## config.mk

```make
export PLATFORM = sky130hd
export DESIGN_NAME = spo_setup
export DESIGN_NICKNAME = d
export VERILOG_FILES = /design/src/spo_pkg.sv /design/src/spo_setup.sv
export SDC_FILE = /design/constraint.sdc
export NUM_CORES = 1
export LEC_CHECK = 0
export ABC_AREA = 0
export BUFFER_PORTS_ARGS = -buffer_cell sky130_fd_sc_hd__buf_2
export CAP_MARGIN = 30
export CORE_MARGIN = 10
export CORE_UTILIZATION = 30
export DETAILED_ROUTE_END_ITERATION = 16
export GPL_TIMING_DRIVEN = 0
export SYNTH_ARGS = -nofsm -noshare
export SYNTH_HDL_FRONTEND = slang
export SYNTH_SLANG_ARGS = --single-unit
```

## constraint.sdc

```tcl
create_clock -name clk -period 5 [get_ports clk]
set_input_delay 0.75 -clock clk [delete_from_list [all_inputs] [get_ports clk]]
set_output_delay 0.75 -clock clk [all_outputs]
set_load 0.1 [all_outputs]
```

## src/spo_pkg.sv

```systemverilog
package spo_pkg;

  // shape kind codes as carried in the input word
  localparam logic KIND_BOX    = 1'b0;
  localparam logic KIND_CIRCLE = 1'b1;

  // control that travels down the pipe beside the geometry
  typedef struct packed {
    logic active;    // both shapes enabled
    logic use_dist;  // at least one circle: squared distance decides
    logic bb_hit;    // box against box interval result
  } spo_ctl_t;

endpackage

```

## src/spo_setup.sv

```systemverilog
module spo_setup import spo_pkg::*; #(
  parameter int COORD_BITS = 16
) (
  input  logic                          clk,
  input  logic                          rst_n,
  input  logic                          s_valid,
  output logic                          s_ready,
  input  logic                          a_kind,
  input  logic                          a_active,
  input  logic [COORD_BITS-1:0]         a_x,
  input  logic [COORD_BITS-1:0]         a_y,
  input  logic [COORD_BITS-1:0]         a_ext_x,
  input  logic [COORD_BITS-1:0]         a_ext_y,
  input  logic                          b_kind,
  input  logic                          b_active,
  input  logic [COORD_BITS-1:0]         b_x,
  input  logic [COORD_BITS-1:0]         b_y,
  input  logic [COORD_BITS-1:0]         b_ext_x,
  input  logic [COORD_BITS-1:0]         b_ext_y,
  output logic                          m_valid,
  input  logic                          m_ready,
  output spo_ctl_t                      m_ctl,
  output logic signed [COORD_BITS+1:0]  m_p_lox,
  output logic signed [COORD_BITS+1:0]  m_p_hix,
  output logic signed [COORD_BITS+1:0]  m_p_loy,
  output logic signed [COORD_BITS+1:0]  m_p_hiy,
  output logic signed [COORD_BITS+1:0]  m_q_lox,
  output logic signed [COORD_BITS+1:0]  m_q_hix,
  output logic signed [COORD_BITS+1:0]  m_q_loy,
  output logic signed [COORD_BITS+1:0]  m_q_hiy,
  output logic        [COORD_BITS+1:0]  m_r2
);

  localparam int PW = COORD_BITS + 2;

  logic                 valid_r;
  spo_ctl_t             ctl_r, ctl_nxt;
  logic signed [PW-1:0] a_cx, a_cy, a_wx, a_wy, b_cx, b_cy, b_wx, b_wy;
  logic signed [PW-1:0] a_lox, a_hix, a_loy, a_hiy, b_lox, b_hix, b_loy, b_hiy;
  logic signed [PW-1:0] p_lox_r, p_hix_r, p_loy_r, p_hiy_r, q_lox_r, q_hix_r, q_loy_r, q_hiy_r;
  logic signed [PW-1:0] p_lox_nxt, p_hix_nxt, p_loy_nxt, p_hiy_nxt;
  logic signed [PW-1:0] q_lox_nxt, q_hix_nxt, q_loy_nxt, q_hiy_nxt;
  logic [PW-2:0]        r_sum;
  logic [PW-1:0]        r2_r, r2_nxt;
  logic                 swap;

  assign s_ready = !valid_r || m_ready;

  // doubled centers and half extents at doubled scale
  always_comb begin
    a_cx = $signed({a_x[COORD_BITS-1], a_x, 1'b0});
    a_cy = $signed({a_y[COORD_BITS-1], a_y, 1'b0});
    b_cx = $signed({b_x[COORD_BITS-1], b_x, 1'b0});
    b_cy = $signed({b_y[COORD_BITS-1], b_y, 1'b0});
    a_wx = $signed({2'b00, a_ext_x});
    a_wy = $signed({2'b00, a_ext_y});
    b_wx = $signed({2'b00, b_ext_x});
    b_wy = $signed({2'b00, b_ext_y});
  end

  // a circle collapses to a point interval, a box spans its bounds
  always_comb begin
    a_lox = (a_kind == KIND_CIRCLE) ? a_cx : a_cx - a_wx;
    a_hix = (a_kind == KIND_CIRCLE) ? a_cx : a_cx + a_wx;
    a_loy = (a_kind == KIND_CIRCLE) ? a_cy : a_cy - a_wy;
    a_hiy = (a_kind == KIND_CIRCLE) ? a_cy : a_cy + a_wy;
    b_lox = (b_kind == KIND_CIRCLE) ? b_cx : b_cx - b_wx;
    b_hix = (b_kind == KIND_CIRCLE) ? b_cx : b_cx + b_wx;
    b_loy = (b_kind == KIND_CIRCLE) ? b_cy : b_cy - b_wy;
    b_hiy = (b_kind == KIND_CIRCLE) ? b_cy : b_cy + b_wy;
  end

  // role select: p is the box when kinds differ, q the circle
  always_comb begin
    swap = (a_kind == KIND_CIRCLE) && (b_kind == KIND_BOX);
    p_lox_nxt = swap ? b_lox : a_lox;
    p_hix_nxt = swap ? b_hix : a_hix;
    p_loy_nxt = swap ? b_loy : a_loy;
    p_hiy_nxt = swap ? b_hiy : a_hiy;
    q_lox_nxt = swap ? a_lox : b_lox;
    q_hix_nxt = swap ? a_hix : b_hix;
    q_loy_nxt = swap ? a_loy : b_loy;
    q_hiy_nxt = swap ? a_hiy : b_hiy;
    r_sum = ((a_kind == KIND_CIRCLE) ? {1'b0, a_ext_x} : '0)
          + ((b_kind == KIND_CIRCLE) ? {1'b0, b_ext_x} : '0);
    r2_nxt = {r_sum, 1'b0};
    ctl_nxt.active   = a_active && b_active;
    ctl_nxt.use_dist = (a_kind == KIND_CIRCLE) || (b_kind == KIND_CIRCLE);
    ctl_nxt.bb_hit   = 1'b0;
  end

  // stage valid
  always_ff @(posedge clk) begin
    if (!rst_n) begin
      valid_r <= 1'b0;
    end else if (s_ready) begin
      valid_r <= s_valid;
    end
  end

  // stage payload
  always_ff @(posedge clk) begin
    if (s_valid && s_ready) begin
      ctl_r   <= ctl_nxt;
      p_lox_r <= p_lox_nxt;
      p_hix_r <= p_hix_nxt;
      p_loy_r <= p_loy_nxt;
      p_hiy_r <= p_hiy_nxt;
      q_lox_r <= q_lox_nxt;
      q_hix_r <= q_hix_nxt;
      q_loy_r <= q_loy_nxt;
      q_hiy_r <= q_hiy_nxt;
      r2_r    <= r2_nxt;
    end
  end

  assign m_valid = valid_r;
  assign m_ctl   = ctl_r;
  assign m_p_lox = p_lox_r;
  assign m_p_hix = p_hix_r;
  assign m_p_loy = p_loy_r;
  assign m_p_hiy = p_hiy_r;
  assign m_q_lox = q_lox_r;
  assign m_q_hix = q_hix_r;
  assign m_q_loy = q_loy_r;
  assign m_q_hiy = q_hiy_r;
  assign m_r2    = r2_r;

endmodule

```

# Word level (Yosys, flattened, before mapping)
# Index checks and enable logic that the tools add are counted.
dict set report totals {
  latch_bits 0
  memories 0
  elab_cells 46
  mem_bits_ro 0
  mem_bits_rw 0
  output_inout_bits 167
  inputBits 136
  ff_bits 164
}
dict set report op_classes {
  bitwise_logic 1
  muxes 18
  addsub 9
  div 0
  n_reduce_logical 6
  n_lt_le_gt_ge 0
  n_shift 0
  n_eq_ne 0
  multipliers 0
}
# op n
set op_table {}
lappend op_table {{$mux W18} 16}
lappend op_table {{$add A17 B17 Y18} 4}
lappend op_table {{$sub A17 B17 Y18} 4}
lappend op_table {{$mux W16} 2}
lappend op_table {{$add A16 B16 Y17} 1}
lappend op_table {{$logic_and A1 B1 Y1} 3}
lappend op_table {{$logic_or A1 B1 Y1} 2}
lappend op_table {{$logic_not A1 Y1} 1}
lappend op_table {{$not A1 Y1} 1}

# Logic depth before layout (Yosys ltp)
# Gate-level depths: netlist of run 1.
dict set report logic_depth {
  ltp_word 3
  mapped_depth 16
  mapped_depth_nobuf 12
}

# Least setup slack after synthesis of run 1
# OpenSTA, ideal clock, no wires.
dict set report synth_path {
  path_type {register to register}
  startpoint {register valid_r (netlist: m_valid)}
  endpoint {register ctl_r (netlist bit m_ctl[1]) (enable)}
  t_required_ns 4.463
  setup_ns 0.537
  period_less_slack_ns 5.839
  path_stages_with_launch 3
  path_buffers 0
  path_slack_ns -0.839
  t_arrival_ns 5.303
  cell_sequence {dfxtp_1 -> nand2b_1 -> and2_1}
}
dict set report synth_via {
  elab_chain_len 3
}
# item line_no
set synth_lines {}
lappend synth_lines {{start, declared} spo_setup.sv:36} ;# logic valid_r;
lappend synth_lines {{start signal, assigned} spo_setup.sv:97} ;# valid_r <= s_valid;
lappend synth_lines {{$logic_not A1 Y1} spo_setup.sv:47} ;# assign s_ready = !valid_r || m_ready;
lappend synth_lines {{$logic_or A1 B1 Y1} spo_setup.sv:47}
lappend synth_lines {{net s_ready} spo_setup.sv:7} ;# output logic s_ready,
lappend synth_lines {{$logic_and A1 B1 Y1} spo_setup.sv:103} ;# if (s_valid && s_ready) begin
lappend synth_lines {{end signal, assigned} spo_setup.sv:104} ;# ctl_r <= ctl_nxt;
lappend synth_lines {{end, declared} spo_setup.sv:37} ;# spo_ctl_t ctl_r, ctl_nxt;
# The timed path passes the listed nets, and every way through them passes these cells.
# A chain may end at the register's enable or synchronous reset.

# Worst setup path after layout of run 1
dict set report layout_path {
  startpoint {input a_kind}
  endpoint {register r2_r[17] (netlist: m_r2[17]) (data pin)}
}
dict set report layout_via {
  elab_chain_len 2
}
# item line_no
set layout_lines {}
lappend layout_lines {{start, declared} spo_setup.sv:8} ;# input logic a_kind,
lappend layout_lines {{$mux W16} spo_setup.sv:84} ;# r_sum = ((a_kind == KIND_CIRCLE) ? {1'b0, a_ext_x} : '0)
lappend layout_lines {{$add A16 B16 Y17} spo_setup.sv:85} ;# + ((b_kind == KIND_CIRCLE) ? {1'b0, b_ext_x} : '0);
lappend layout_lines {{net r_sum[16]} spo_setup.sv:43} ;# logic [PW-2:0] r_sum;
lappend layout_lines {{end signal, assigned} spo_setup.sv:113} ;# r2_r <= r2_nxt;
lappend layout_lines {{end, declared} spo_setup.sv:44} ;# logic [PW-1:0] r2_r, r2_nxt;
# The timed path passes the listed nets, and every way through them passes these cells.

==> summary.txt, run 1 <==
Status
  • Outcome: finished, final reports clean

Placed design
  • Number of port buffers: between 200 and 300
  • Placement-stage cell area: between 15000 and 20000 µm²
  • Final GP Congestion: 0.967
  • Sum of net half-perimeters after detailed placement: 48800 µm

Die
  • Die Wd: about 240 µm
  • I/O pins: 303
  • Starting density of the core: a little under a third
  • Y dimension of the die: roughly 240 µm
  • Die Footprint: 55600 µm²
  • Placeable core region: 45700 µm²
  • Row cnt: between 70 and 80

Global route
  • Maximum number of pins on one net before global-route repair: 75
  • Antenna violations before repair: 14
  • Global route total overflow: 0
  • Global router's overall resource usage: 21.2%
  • Global-route wire length before repair: 87600 µm
  • Via count of the first global-routing pass: 13100

Pwr
  • P per Cell Area: roughly 330 nW/µm²
  • IR drop worst, VDD: around 220 µV
  • Overall power of the completed layout: 5.53 mW
  • Leakage power: 7.42 nW

Timing
  • Minimum period implied by the final worst setup slack: 4.37 ns
  • Accumulated negative setup slack: 0 ns
  • Actual transition at the worst max-transition pin: 1.06 ns
  • Max-Slew Margin vs Limit: between 20 and 30%
  • Final Setup Violations: 0
  • Final clock period utilization by the worst path: 87.4%
  • Slew Limit Fails: 0
  • Max frequency: 0.229 GHz
  • Post-Route Hold Slack: 0.520 ns
  • Clock tree skew after final layout: 0.00776 ns
  • RSZ-0062 raised after global routing: no
  • Hold violation count in the final report: 0

Logic synthesis
  • Synthesized netlist cell count: 1593
  • Share of flip-flops with an asynchronous set or reset after synthesis: 0%
  • Avg Cell Area, Syn: slightly below 9 µm²
  • Most area-consuming cells after synthesis: sky130_fd_sc_hd__edfxtp_1 34%, sky130_fd_sc_hd__ha_1 12%, sky130_fd_sc_hd__xnor2_1 5.3%, sky130_fd_sc_hd__a21oi_1 5.2%, sky130_fd_sc_hd__o21ai_0 4.4%
  • Top cell type's share of synthesized area: 34.2%
  • Netlist area before placement: 14000 µm²
  • Top_reg_cell synth: sky130_fd_sc_hd__edfxtp_1
  • Flops & latches, synth: 160
  • Post-synthesis sequential area ratio: 34.3%
  • EDFF count, synth: around 160
  • Synth warn: 0
  • Most area-hungry cell type in the Yosys netlist: sky130_fd_sc_hd__edfxtp_1
  • Distinct cells, synth: 76

Worst setup path
  • Crit-path max FO: 10
  • Critical Path RT: 5.22 ns
  • CP endpoint kind: register
  • Crit Path Category: input pin to register
  • Crit path arrival time: 4.59 ns
  • Worst setup SP type: input pin

Finish
  • Area grow syn2layout: 21.6%
  • Number of nets in the finished design: 2198
  • Layout cell share with drive strength beyond 1: 19.0%
  • Utilization of the core after routing: between 30% and 40%
  • Final std cell area, no fill: 17000 µm²

Min path
  • Class of the worst hold path: input pin to register

Detailed routing
  • Routed vias/inst: approximately 5.3
  • Residual DRC count: 0
  • Vias: 13400
  • Total Routed Length: between 60000 and 70000 µm
  • Initial detailed-routing violation count: 1175
  • Final routed wire length divided by cell count: about 24 µm
  • Antenna viol nets, final: 0
  • First drt pass iteration count: 5

Clock network
  • Total clock sinks: between 150 and 200
  • CTS root buf: sky130_fd_sc_hd__clkbuf_16
  • Post-cts hold buffer count: 0
  • Total number of H-tree levels: 4
  • Clock latency on the worst-skew pair: 0.49 ns
  • Deepest clock path buffer count: 2
  • TritonCTS clock tree: built
  • Clock edge transition at the registers on the reported setup and hold paths: 0.06 ns
  • Num CTS Buffers: 17

Flow run
  • Max-cap viol count: 0
flip-flops by register name, summed over array words and instances, names as in the netlist:
name,count
m_p_loy,18
m_q_hiy,18
m_q_hix,17
m_ctl,2
m_valid,1
m_p_lox,18
m_q_loy,17
m_r2,17
m_q_lox,18
m_p_hix,17
m_p_hiy,17
kinds of logic (layout without fill, tap and decap cells):
family	count (synthesis)	after routing	synth area share (%)
fa+ha+maj	145	145	13.5
simple gates	421	421	13.7
xor+xnor	107	107	6.71
buf+inv	216	552	6.04
other cells	1	10	0.0269
mux	40	40	2.88
compound gates	503	503	22.8
flops	160	160	34.3
placed cells by master, fill, tap and decap left out, drive strengths merged, types with 29 or more instances in the layout:
master    n
buf     338
nor2    160
edfxtp  159
a21oi   146
ha      136
inv     130
o21ai   125
nand2   116
xnor2    85
clkbuf   71
mux2i    39
nand2b   32
a21o     29
metrics by stage:
step                      std cells  worst slack [ns]
after floorplan                1594             0.883
after global placement         2490            -0.818
after detailed placement       2497            -0.646
after CTS                      2528            0.0558
after global routing           2533             0.340
final                          2538             0.629
layer usage:
metal | vias to the layer above | track usage [%] | routed length [µm] | share of wire [%]
li1 | 6371 | - | - | -
met1 | 6524 | 27.6 | 27600 | 45
met2 | 471 | 33.5 | 27700 | 45
met3 | 69 | 6.31 | 4720 | 7.7
met4 | 14 | 5.48 | 1110 | 1.8
met5 | - | 0 | 85 | 0.14
cell type report:
class / count / area (µm²)
sequential: 160 / 4790
buffer: 86 / 355
tap: 600 / 751
antenna: 8 / 20.0
inverter: 128 / 484
clock inverter: 15 / 161
multi-input combinational: 1218 / 8330
fill: 4743 / 28700
timing repair buffer: 306 / 1650
clock buffer: 17 / 425
final timing paths:
check / startpoint / end / slack, ns / depth (start not counted)
max reg2reg: m_valid / m_q_loy[2] / 3.43 / 3
min: rst_n / m_valid / 0.52 / 2
min reg2reg: m_valid / m_valid / 0.54 / 2
max: a_kind / m_r2[17] / 0.63 / 16
worst max-delay path, stage by stage:
cell and delay [ns]:
sky130_fd_sc_hd__buf_2 0.14, sky130_fd_sc_hd__inv_1 0.08, sky130_fd_sc_hd__clkbuf_1 0.41, sky130_fd_sc_hd__buf_1 0.29
sky130_fd_sc_hd__clkbuf_1 0.49, sky130_fd_sc_hd__nor2_1 0.14, sky130_fd_sc_hd__ha_1 0.26, sky130_fd_sc_hd__fa_1 0.47
sky130_fd_sc_hd__a21o_1 0.20, sky130_fd_sc_hd__a21o_1 0.20, sky130_fd_sc_hd__a21oi_1 0.18, sky130_fd_sc_hd__o21ai_0 0.19
sky130_fd_sc_hd__a21oi_1 0.36, sky130_fd_sc_hd__o21ai_0 0.12, sky130_fd_sc_hd__o21ai_0 0.15, sky130_fd_sc_hd__o21ai_0 0.14
report_power, final:
group	switching, mW	internal (mW)
registers	0.0372	1.65
clock network	0.590	0.737
logic	1.92	0.601
cells in the mapped netlist (6+ instances only):
master	number
sky130_fd_sc_hd__o22ai_1	16
sky130_fd_sc_hd__edfxtp_1	159
sky130_fd_sc_hd__xor2_1	22
sky130_fd_sc_hd__a221oi_1	8
sky130_fd_sc_hd__o21a_1	23
sky130_fd_sc_hd__clkbuf_1	56
sky130_fd_sc_hd__and3_1	9
sky130_fd_sc_hd__mux2i_1	39
sky130_fd_sc_hd__a21boi_0	6
sky130_fd_sc_hd__or2_2	6
sky130_fd_sc_hd__nand2_1	116
sky130_fd_sc_hd__or3_1	14
sky130_fd_sc_hd__a41oi_1	6
sky130_fd_sc_hd__nand3_1	9
sky130_fd_sc_hd__buf_4	7
sky130_fd_sc_hd__o21ai_0	124
sky130_fd_sc_hd__a21oi_1	146
sky130_fd_sc_hd__and2_1	10
sky130_fd_sc_hd__o21bai_1	15
sky130_fd_sc_hd__nor3_1	28
sky130_fd_sc_hd__inv_1	127
sky130_fd_sc_hd__ha_1	136
sky130_fd_sc_hd__o211ai_1	28
sky130_fd_sc_hd__nor4_1	8
sky130_fd_sc_hd__xnor2_1	85
sky130_fd_sc_hd__fa_1	9
sky130_fd_sc_hd__a31oi_1	20
sky130_fd_sc_hd__nand2b_1	32
sky130_fd_sc_hd__buf_1	20
sky130_fd_sc_hd__a21o_1	29
sky130_fd_sc_hd__a211oi_1	11
sky130_fd_sc_hd__nor2b_1	20
sky130_fd_sc_hd__o31ai_1	12
sky130_fd_sc_hd__nor2_1	160
timing repair:
item | CTS | global route
endpoints found under the setup margin | 3 | 3
hold endpoints to repair | 0 | 0
gates resized for setup | 0 | 1
buffers inserted | 0 | 0
(Power assumes the default switching activity.)
==> inputs of run 2 (changes only) <==
- CTS_CLUSTER_SIZE: not set -> 10
- PLACE_DENSITY: not set -> 0.58
==> run 2 against run 1 <==
Sequential power about the same. Fmax is 6.7% lower. Clock power is essentially flat. Final cell count hardly changed. Largest cell class unchanged. Highest routed layer unchanged.
==> summary.txt, run 2 (same netlist as run 1, synthesis figures left out) <==
Global route
  • Via count of the first global-routing pass: 13300
  • Antenna violations before repair: 16
  • Global-route wire length before repair: around 90000 µm
  • Global router's overall resource usage: 21.2%
  • Global route total overflow: 0
  • Maximum number of pins on one net before global-route repair: between 60 and 70

Status
  • Outcome: finished, final reports clean

Worst setup path
  • Critical-path top delay cell: sky130_fd_sc_hd__clkbuf_1
  • Critical path, cell by cell: buf_2, inv_1, clkbuf_1, buf_1, buf_8, clkbuf_1, nor2_1, ha_1, fa_1, a21o_1, a21o_1, a21oi_1, o21ai_0, a21oi_1, o21ai_0, o21ai_0, o21ai_0
  • CP endpoint kind: register
  • Worst reg2reg path endpoint: m_q_hiy[0]
  • Startpoint of the worst setup timing path: a_kind
  • CP dominant cell by count: sky130_fd_sc_hd__o21ai_0
  • Family with the most delay on the worst path: compound AO/OA/AOI/OAI gates
  • Crit Path Category: input pin to register
  • Logic depth of the worst register-to-register path: 3
  • Crit-path max FO: 10
  • Worst setup SP type: input pin
  • Critical Path RT: roughly 5.2 ns
  • Launch instance of the worst register-to-register path: m_valid
  • Crit path arrival time: 4.89 ns
  • WP buf/inv: 6
  • Reg2Reg Setup Slack: 3.36 ns
  • Delay of the slowest critical-path stage: around 0.49 ns

Die
  • I/O pins: roughly 300
  • Row cnt: 78
  • Y dimension of the die: about 240 µm
  • Starting density of the core: between 30 and 40%
  • Die Wd: between 200 and 250 µm
  • Placeable core region: 45700 µm²
  • Die Footprint: approximately 56000 µm²

Placed design
  • Placement-stage cell area: 16300 µm²
  • Final GP Congestion: 0.964
  • Pre-CTS setup slack: -0.640 ns
  • Sum of net half-perimeters after detailed placement: 48600 µm
  • Number of port buffers: just under 300

Finish
  • Number of nets in the finished design: 2199
  • Number of filler cells placed in the layout: 4783
  • Area grow syn2layout: 21.5%
  • Commonest non-fill, non-tap cell in the layout: sky130_fd_sc_hd__buf_2
  • Final std cell area, no fill: 17000 µm²
  • Highest-count cells in the layout ignoring fill and taps: 301 x sky130_fd_sc_hd__buf_2, 160 x sky130_fd_sc_hd__nor2_1, 159 x sky130_fd_sc_hd__edfxtp_1
  • Layout cell share with drive strength beyond 1: between 10% and 20%
  • Utilization of the core after routing: 37.1%

Pwr
  • Comb power frac: 45.4%
  • Clock power frac: about a quarter
  • IR drop worst, VDD: 165 µV
  • Switch Pwr: between 2 and 3 mW
  • Sequential Power Share: 30.6%
  • Fraction of power spent switching nets: around 47%
  • P per Cell Area: between 300 and 400 nW/µm²
  • Overall power of the completed layout: approximately 5.5 mW
  • Leakage power: 7.44 nW
  • Internal power: 2.95 mW

Timing
  • RSZ-0062 raised after global routing: no
  • Minimum period implied by the final worst setup slack: approximately 4.7 ns
  • Hold violation count in the final report: 0
  • Max-Slew Margin vs Limit: between 20 and 30%
  • Final clock period utilization by the worst path: 93.6%
  • Clock tree skew after final layout: 0.0115 ns
  • Setup slack of the critical path after layout: 0.318 ns
  • Final Setup Violations: 0
  • Actual transition at the worst max-transition pin: around 1.1 ns
  • Max frequency: about 0.21 GHz
  • Slew Limit Fails: 0

Clock network
  • Clock latency on the worst-skew pair: 0.48 ns
  • Clock edge transition at the registers on the reported setup and hold paths: 0.06 ns
  • Total clock sinks: 160
  • Total number of H-tree levels: 4
  • Post-cts hold buffer count: 0
  • TritonCTS clock tree: built
  • Num CTS Buffers: 17
  • Deepest clock path buffer count: 2
  • CTS root buf: sky130_fd_sc_hd__clkbuf_16

Min path
  • Start point of the worst min-delay path: rst_n
  • Endpoint of the worst hold path: m_valid
  • Class of the worst hold path: input pin to register
  • Depth of the worst hold-timing path: 2

Flow run
  • Max-cap viol count: 0

Detailed routing
  • Wire length on met2: 27100 µm
  • Routed vias/inst: 5.33
  • Initial detailed-routing violation count: around 1200
  • Vias: about 14000
  • Sum of routed wire segments on met1: 28100 µm
  • Residual DRC count: 0
  • DR top layer: met5
  • Total Routed Length: roughly 60000 µm
  • Met3 wire len: 4430 µm
  • Final routed wire length divided by cell count: 24.1 µm
  • Antenna viol nets, final: 0
  • First drt pass iteration count: 5
[run 2: cell count changes in the layout (fill, tap and decap cells not counted)]
cell / delta
sky130_fd_sc_hd__buf_6: +2
sky130_fd_sc_hd__inv_6: +2
sky130_fd_sc_hd__diode_2: -2
sky130_fd_sc_hd__clkinvlp_4: -3
sky130_fd_sc_hd__clkinv_1: -1
sky130_fd_sc_hd__clkinv_4: +2
sky130_fd_sc_hd__inv_8: +1
sky130_fd_sc_hd__bufinv_16: -1
sky130_fd_sc_hd__buf_8: -1
[run 2: final cells by class]
class	count	area (µm²)	area share, %
Multi-Input combinational cell	1218	8330	49.1
Sequential cell	160	4790	28.3
Timing Repair Buffer	307	1660	9.77
Tap cell	600	751	4.43
Inverter	128	484	2.85
Clock buffer	17	425	2.51
Buffer	86	355	2.10
Clock inverter	15	151	0.893
Antenna cell	6	15.0	0.0885
[run 2: per-stage QoR]
| stage | cells | setup TNS [ns] | hold slack (ns) |
|---|---|---|---|
| finish | 2537 | 0 | 0.531 |
| global route | 2534 | 0 | 0.524 |
| CTS | 2529 | 0 | 0.498 |
| detailed placement | 2498 | -2.84 | 0.529 |
| global placement | 2490 | -4.62 | 0.498 |
| floorplan | 1594 | 0 | 0.889 |
[run 2: worst max-delay path by stage]
stage,end,slack (ns),cells after the start
after CTS,m_r2[17],0.06,16
after detailed placement,m_r2[17],-0.64,17
final,m_r2[17],0.32,17
after floorplan,m_ctl[1],0.88,2
after global placement,m_r2[17],-0.82,16
after global routing,m_r2[17],0.03,17
[run 2: layer usage]
layer	global-route usage, %	vias up
met2	32.8	523
li1	-	6363
met1	28.4	6528
met4	6.64	18
met5	0	-
met3	5.34	87
[run 2: worst register-to-register path: cells and delay by family (launching register included)]
family | cells | cell delay (ns)
buffers and inverters | 1 | 0.33
flip-flops | 1 | 0.31
AND/OR/NAND/NOR | 2 | 0.57
[run 2: timing repair]
action,in CTS,in global routing
buffers inserted,0,0
endpoints found under the setup margin,3,3
resized for setup,1,0
[run 2: power by group through the flow]
stage	Combinational, mW	Clock [mW]	Sequential [mW]
final	2.51	1.33	1.69
after global placement	2.47	0	1.73
after global routing	2.66	1.42	1.71
after detailed placement	2.49	0	1.72
after CTS	2.50	1.37	1.69
after floorplan	0.951	0	2.63
